--- src/design/tpcc_pkg.sv ---
// Types, constants and time arithmetic for the two-player game clock
`timescale 1ns / 1ps

package tpcc_pkg;

  localparam logic [6:0] HOURS_MAX = 7'd99;
  localparam logic [5:0] SEXA_MAX  = 6'd59;
  localparam logic [6:0] SEXA_BASE = 7'd60;

  typedef enum logic [1:0] {
    OP_TICK     = 2'd0,
    OP_END_MOVE = 2'd1,
    OP_LOAD     = 2'd2,
    OP_START    = 2'd3
  } op_e;

  typedef enum logic [1:0] {
    CFG_INC_MIN_FIRST  = 2'd0,
    CFG_INC_SEC_FIRST  = 2'd1,
    CFG_INC_MIN_SECOND = 2'd2,
    CFG_INC_SEC_SECOND = 2'd3
  } cfg_e;

  typedef struct packed {
    logic [6:0] hours;
    logic [5:0] mins;
    logic [5:0] secs;
  } time_t;

  function automatic logic [5:0] clamp59(input logic [5:0] v);
    return (v > SEXA_MAX) ? SEXA_MAX : v;
  endfunction

  function automatic logic at_zero(input time_t t);
    return (t.hours == '0) && (t.mins == '0) && (t.secs == '0);
  endfunction

  // One second off, borrowing across fields; holds at zero
  function automatic time_t count_down(input time_t t);
    time_t r;
    r = t;
    if (at_zero(t)) begin
      r = t;
    end else if (t.secs != '0) begin
      r.secs = t.secs - 6'd1;
    end else if (t.mins != '0) begin
      r.mins = t.mins - 6'd1;
      r.secs = SEXA_MAX;
    end else begin
      r.hours = t.hours - 7'd1;
      r.mins  = SEXA_MAX;
      r.secs  = SEXA_MAX;
    end
    return r;
  endfunction

  // Base-60 add of minutes and seconds, saturating at HOURS_MAX:59:59
  function automatic time_t add_increment(input time_t t, input logic [5:0] im,
                                          input logic [5:0] is);
    logic [6:0] s;
    logic [6:0] m;
    logic [7:0] h;
    time_t      r;
    s = {1'b0, t.secs} + {1'b0, is};
    m = {1'b0, t.mins} + {1'b0, im};
    h = {1'b0, t.hours};
    if (s >= SEXA_BASE) begin
      s = s - SEXA_BASE;
      m = m + 7'd1;
    end
    if (m >= SEXA_BASE) begin
      m = m - SEXA_BASE;
      h = h + 8'd1;
    end
    if (h > {1'b0, HOURS_MAX}) begin
      r.hours = HOURS_MAX;
      r.mins  = SEXA_MAX;
      r.secs  = SEXA_MAX;
    end else begin
      r.hours = h[6:0];
      r.mins  = m[5:0];
      r.secs  = s[5:0];
    end
    return r;
  endfunction

  function automatic time_t load_time(input logic [6:0] h, input logic [5:0] m,
                                      input logic [5:0] s);
    time_t r;
    r.hours = (h > HOURS_MAX) ? HOURS_MAX : h;
    r.mins  = clamp59(m);
    r.secs  = clamp59(s);
    return r;
  endfunction

endpackage

--- src/design/two_player_countdown_clock_increment.sv ---
// Two-player game clock with per-move increment, top level
// An accepted input word's result word is registered and shown in the next cycle.
// Takes one word per cycle while the input is not stalled; the clock state doubles as the result register.
// Input stalls only while a result word waits and the output is stalled.
// Reset: both times 0:00:00, first player active, paused, increments zero.
`timescale 1ns / 1ps

module two_player_countdown_clock_increment (
  input  logic       clk_i,
  input  logic       rst_ni,
  // configuration write channel
  input  logic       cfg_valid_i,
  output logic       cfg_ready_o,
  input  logic [1:0] cfg_index_i,
  input  logic [5:0] cfg_data_i,
  // input channel
  input  logic       in_valid_i,
  output logic       in_stall_o,
  input  logic [1:0] op_i,
  input  logic       player_i,
  input  logic       run_i,
  input  logic [6:0] load_hours_i,
  input  logic [5:0] load_mins_i,
  input  logic [5:0] load_secs_i,
  // output channel
  output logic       out_valid_o,
  input  logic       out_stall_i,
  output logic [6:0] first_hours_o,
  output logic [5:0] first_mins_o,
  output logic [5:0] first_secs_o,
  output logic [6:0] second_hours_o,
  output logic [5:0] second_mins_o,
  output logic [5:0] second_secs_o,
  output logic       active_side_o,
  output logic       is_running_o,
  output logic       first_flag_o,
  output logic       second_flag_o
);
  import tpcc_pkg::*;

  logic [5:0] inc_min_q [2];
  logic [5:0] inc_sec_q [2];

  time_t time_q [2];
  time_t time_d [2];
  logic  side_q, side_d;
  logic  running_q, running_d;
  logic  out_valid_q;
  logic  in_accept;
  time_t cur_time;

  assign cfg_ready_o = 1'b1;

  always_ff @(posedge clk_i or negedge rst_ni) begin
    if (!rst_ni) begin
      inc_min_q[0] <= '0;
      inc_sec_q[0] <= '0;
      inc_min_q[1] <= '0;
      inc_sec_q[1] <= '0;
    end else if (cfg_valid_i && cfg_ready_o) begin
      unique case (cfg_e'(cfg_index_i))
        CFG_INC_MIN_FIRST:  inc_min_q[0] <= clamp59(cfg_data_i);
        CFG_INC_SEC_FIRST:  inc_sec_q[0] <= clamp59(cfg_data_i);
        CFG_INC_MIN_SECOND: inc_min_q[1] <= clamp59(cfg_data_i);
        CFG_INC_SEC_SECOND: inc_sec_q[1] <= clamp59(cfg_data_i);
        default: ;
      endcase
    end
  end

  // The state registers are the result word; they only move when the
  // output slot is empty or being drained this cycle.
  assign in_stall_o = out_valid_q && out_stall_i;
  assign in_accept  = in_valid_i && !in_stall_o;
  assign cur_time   = time_q[side_q];

  always_comb begin
    time_d[0] = time_q[0];
    time_d[1] = time_q[1];
    side_d    = side_q;
    running_d = running_q;
    unique case (op_e'(op_i))
      OP_TICK: begin
        if (running_q) begin
          time_d[side_q] = count_down(cur_time);
        end
      end
      OP_END_MOVE: begin
        // flagged player gets no increment and keeps the move
        if (running_q && !at_zero(cur_time)) begin
          time_d[side_q] = add_increment(cur_time, inc_min_q[side_q], inc_sec_q[side_q]);
          side_d         = !side_q;
        end
      end
      OP_LOAD: begin
        time_d[player_i] = load_time(load_hours_i, load_mins_i, load_secs_i);
      end
      OP_START: begin
        side_d    = player_i;
        running_d = run_i;
      end
      default: ;
    endcase
  end

  always_ff @(posedge clk_i or negedge rst_ni) begin
    if (!rst_ni) begin
      time_q[0]   <= '0;
      time_q[1]   <= '0;
      side_q      <= 1'b0;
      running_q   <= 1'b0;
      out_valid_q <= 1'b0;
    end else begin
      if (in_accept) begin
        time_q[0] <= time_d[0];
        time_q[1] <= time_d[1];
        side_q    <= side_d;
        running_q <= running_d;
      end
      if (in_accept) begin
        out_valid_q <= 1'b1;
      end else if (!out_stall_i) begin
        out_valid_q <= 1'b0;
      end
    end
  end

  assign out_valid_o    = out_valid_q;
  assign first_hours_o  = time_q[0].hours;
  assign first_mins_o   = time_q[0].mins;
  assign first_secs_o   = time_q[0].secs;
  assign second_hours_o = time_q[1].hours;
  assign second_mins_o  = time_q[1].mins;
  assign second_secs_o  = time_q[1].secs;
  assign active_side_o  = side_q;
  assign is_running_o   = running_q;
  assign first_flag_o   = at_zero(time_q[0]);
  assign second_flag_o  = at_zero(time_q[1]);

endmodule

--- config.mk ---
export PLATFORM = sky130hd
export DESIGN_NAME = two_player_countdown_clock_increment
export DESIGN_NICKNAME = d
export VERILOG_FILES = /design/src/design/tpcc_pkg.sv /design/src/design/two_player_countdown_clock_increment.sv
export SDC_FILE = /design/constraint.sdc
export NUM_CORES = 1
export LEC_CHECK = 0
export BUFFER_PORTS_ARGS = -buffer_cell sky130_fd_sc_hd__buf_2
export CORE_UTILIZATION = 56
export DETAILED_ROUTE_END_ITERATION = 10
export PLACE_DENSITY = 0.87
export REMOVE_ABC_BUFFERS = 1
export SLEW_MARGIN = 25
export SYNTH_ARGS = -nofsm -noshare
export SYNTH_HDL_FRONTEND = slang
export SYNTH_SLANG_ARGS = --single-unit
--- constraint.sdc ---
create_clock -name clk_i -period 15.2 [get_ports clk_i]
set_input_delay 1.52 -clock clk_i [delete_from_list [all_inputs] [get_ports clk_i]]
set_output_delay 1.52 -clock clk_i [all_outputs]
set_load 0.005 [all_outputs]
Yosys cells after proc, flatten, opt, wreduce, memory -nomap -nowiden --
Index checks and enable logic that the tools add are counted.
Operators by class: add/subtract/negate cells 9, order comparisons 11, equal/unequal tests 9, muxes and demuxes 45, bitwise gates (word level) 2, reductions and logical operators 36
Operators by type and width (count):
- $mux 19 | 11
- $bwmux 38 | 3
- $pmux 38 s3 | 1
- $mux 38 | 2
- $mux 6 | 12
- $demux 19 s1 | 2
- $logic_not 6->1 | 6
- $mux 7 | 5
- $mux 8 | 3
- $logic_not 7->1 | 3
- $gt 6x6->1 const B | 3
- $add 6x6->7 | 2
- $ge 7x6->1 const B | 2
- $mux 13 | 1
- $mux 12 | 1
- $reduce_bool 6->1 | 2
- $sub 6x1->6 const B | 2
- $sub 6x6->6 const B | 2
- $logic_and 1x1->1 | 11
- $reduce_and 2->1 | 5
- $add 7x1->8 const B | 1
- $eq 2x2->1 const B | 4
- $gt 8x7->1 const B | 1
- $add 7x1->7 const B | 1
- other kinds (16) | 26
Storage, ports and cells: flip-flop bits (word level) 65, logic and storage cells 125

Longest topological paths before layout --
depth in word-level cells 22, mapped depth 28, depth with buffers taken out 21

Least setup slack after synthesis --
No wires, ideal clock.
kind register to register, start point register side_q (netlist: active_side_o), end point register with a tool-made name, arrival 6217 ps, required time 15059 ps, slack 8842 ps, cell stages (with the launch flop) 28, path buffers 7, period minus slack after synthesis 6358 ps, cells stage by stage dfrtp_1 -> buf_2 -> buf_2 -> buf_1 -> clkbuf_1 -> buf_1 -> buf_1 -> mux2i_1 -> inv_1 -> ha_1 -> a211oi_2 -> nor2_1 -> nor2_1 -> ha_1 -> nand2_1 -> o22ai_1 -> a31o_2 -> nand2_1 -> xnor2_1 -> ha_1 -> and3b_1 -> mux2i_1 -> a211oi_2 -> nor3_2 -> clkbuf_1 -> mux2_2 -> o21ai_0 -> o221ai_1
RTL lines:
- start: declaration | line two_player_countdown_clock_increment.sv:46 | logic side_q, side_d;
- start signal: assignment | line two_player_countdown_clock_increment.sv:117 | side_q <= side_d;

==> results.yml <==
global_routing:
  grt_overflow: 0
  grt_pass1_wl_mm: 33.4
  grtUsageTotal_pct: 36.6
  grt_start_max_net_pins: 68
  grt_antenna_before_repair: 0
  grt_pass1_vias: 6665
synth:
  synth_edf_count: 0
  synthXorXnorAreaFrac_pct: 3.09
  async_flop_share_pct: 100
  synthAdderAreaFrac_pct: 5.02
  synth-seq-cells: 65
  yosysTopAreaCell: "dfrtp_1"
  avgSynthCellArea_um2: 7.69
  synth-compound-area-share_pct: 28.2
  synthCells: 848
  synth_cell_types: 75
  synth_warnings: 0
  synth.cell_area_um2: 6520
  synth_top_area_share_pct: 24.9
  synth.area.top_cells: "dfrtp_1, mux2_2, o21ai_0, nand2_1, nor2_1"
  synthFlopType: "dfrtp_1"
  ys_seq_area_share_pct: 24.9
  yosys.area_share.simple_pct: 23.5
  synth_top_family_by_area: "compound AO/OA/AOI/OAI gates"
  synthMuxAreaShare_pct: 10.8
clock_tree:
  worstSkewPairLatency_ns: 0.35
  cts_setup_buffers: 0
  ctsHoldBuffers: 0
  ctsResizeCount: 0
  ctsHtreeMaxLevel: 3
  cts_tree: "yes"
  clockBufferDepth: 2
  numCtsBuffers: 9
  cts.sinks: 65
  cts-root-buf: "clkbuf_16"
  clkTransAtPathRegs_ns: 0.06
floorplan:
  die_area_um2: 12100
  fp.dieW_um: 110
  ioPinCount: 81
  initial_utilization_pct: 57.4
  die_h_um: 110
  rows: 39
  core_um2: 11400
sta:
  rsz0062_at_grt: "no"
  slew_headroom_pct: 34.8
  max_freq_mhz: 144
  slew_viol_final: 0
  final.period_utilization_pct: 45.7
  clock_skew_ns: 0.00860
  final-setup-viol-count: 0
  worst_slew_pin_slew_ns: 0.970
  layout_min_cycle_time_ns: 6.95
  setup_slack_ns: 8.25
  finalHoldViolCount: 0
  tns_ns: 0
layout:
  antenna_cells: 0
  layout-drive-gt1-share_pct: 19.4
  num-fill-cells: 997
  nets: 959
  syn2layout_area_growth_pct: 11.2
  final_cell_mix: "nand2_1, nor2_1, buf_2"
  multi_input_area_um2: 4620
  register_area_um2: 1630
  final_common_cell: "nand2_1"
critical_path:
  path_cells: "buf_4 > mux2i_1 > inv_1 > ha_1 > a211oi_2 > nor2_1 > nor2_1 > ha_1 > nand2_1 > o22ai_1 > a31o_2 > nand2_1 > xnor2_1 > ha_1 > nor3b_1 > mux2i_1 > a211oi_2 > nor3_2 > buf_4 > nand2b_1 > a221oi_4 > nor2_1 > a311oi_1"
  timing.rr.start: "active_side_o"
  arrival_ns: 7.21
  r2r_slack_ns: 8.25
  slowest_stage: "a221oi_4"
  ff2ff_path_depth: 23
  crit_type: "register to register"
  cp-startpoint: "active_side_o"
  slowest_delay_ns: 0.73
  worstPathMaxFanout: 67
  crit_required_ns: 15.46
  worst_setup_path_end_kind: "register"
  startpoint_type: "register"
pwr:
  powerDensity_nw_per_um2: 209
  p_sw_uw: 787
  leakagePower_uw: 0.00304
  worst_ir_drop_vdd_mv: 0.132
  pwr-share-clk_pct: 12.7
  p_seq_share_pct: 21.8
  pwr-share-comb_pct: 65.5
  netSwitchingFraction_pct: 51.9
  power.internal_uw: 730
routing:
  wl_per_cell_um: 20.4
  first_pass_iters: 7
  drt_iter0_markers: 1116
  viasPerCell: 6.92
  ant_nets: 0
  route.detailed.drc: 0
  routed_wl_mm: 21.4
  dr_total_vias: 7237
placement:
  hpwl_mm: 14.8
  port-buffer-count: 79
  pre_cts_slack_ns: 8.42
  place.gp.congestion: 1.00
worst_hold_path:
  hold_path_startpoint: "inc_sec_q[8]"
  whs_path_depth: 2
  worst_hold_path_type: "register to register"
run_status:
  status: "completed"
job:
  drv_cap: 0
==> critical path, delay by kind of cell (launching register included) <==
kind	cells	cell delay, ns
buffers and inverters	3	0.96
adder cells (fa/ha/maj)	3	0.78
XOR/XNOR	1	0.27
flip-flops	1	0.68
AO/OA/AOI/OAI	6	2.30
AND/OR/NAND/NOR	8	1.24
multiplexers	2	0.57
==> cells by family (layout without fill, tap and decap cells) <==
family          Yosys count  after routing
simple gates            318            318
compound gates          277            277
fa+ha+maj                25             25
buf+inv                  74            129
mux                      65             65
other cells               1              1
xor+xnor                 23             23
flops                    65             65
==> metal layers <==
metal  up-vias  routed length (um)  GRT usage, %
met3       143                2500          9.78
met5         -                   0             0
li1       3277                   -             -
met1      3292                8230          44.9
met4         0                1290          24.1
met2       525                9330          56.4
==> per-stage QoR <==
step	utilization, %	hold slack [ns]	cells	total power [uW]	instance area [um2]
floorplan	-	0.444	797	1000	6320
global placement	61.5	0.457	1030	1270	6990
detailed placement	61.5	0.468	1030	1280	6990
CTS	63.8	0.480	1046	1480	7250
global route	63.8	0.518	1046	1620	7260
finish	63.8	0.476	1046	1520	7260
==> worst min-delay path by stage <==
| stage | to |
|---|---|
| 4_1_cts | inc_sec_q[8] |
| 5_1_grt | inc_min_q[11] |
| 6_report | inc_sec_q[8] |
| 3_5_place_dp | inc_sec_q[8] |
| 2_1_floorplan | inc_min_q[0] |
| 3_3_place_gp | inc_min_q[1] |
==> synthesized netlist by cell type (all sizes together), types with 6 or more instances <==
master and number:
xnor2 11, o221ai 8, ha 23, a21oi 63, buf 11, nor3 26, nor4 18, a22oi 6
mux2i 22, o22ai 10, a221oi 8, a211oi 7, and3 10, a31oi 21, o21a 6, clkbuf 40
inv 23, or3 8, xor2 12, mux2 43, o211ai 10, and2 8, nor3b 9, nand2 91
dfrtp 65, nand3 22, nor2 87, o21ai 78, or2 11, nor2b 8
==> power by group through the flow <==
stage,clock network [uW],registers (uW),logic (uW)
2_1_floorplan,0,303,699
3_3_place_gp,0,324,942
3_5_place_dp,0,324,958
4_1_cts,194,322,964
5_1_grt,202,333,1080
6_report,193,331,994
==> layout make-up <==
class,instances,area share [%]
Clock inverter,5,0.448
Sequential cell,65,22.5
Multi-Input combinational cell,709,63.6
Timing Repair Buffer,90,6.59
Tap cell,143,2.47
Clock buffer,11,3.21
Inverter,23,1.19
(Power assumes the default switching activity.)
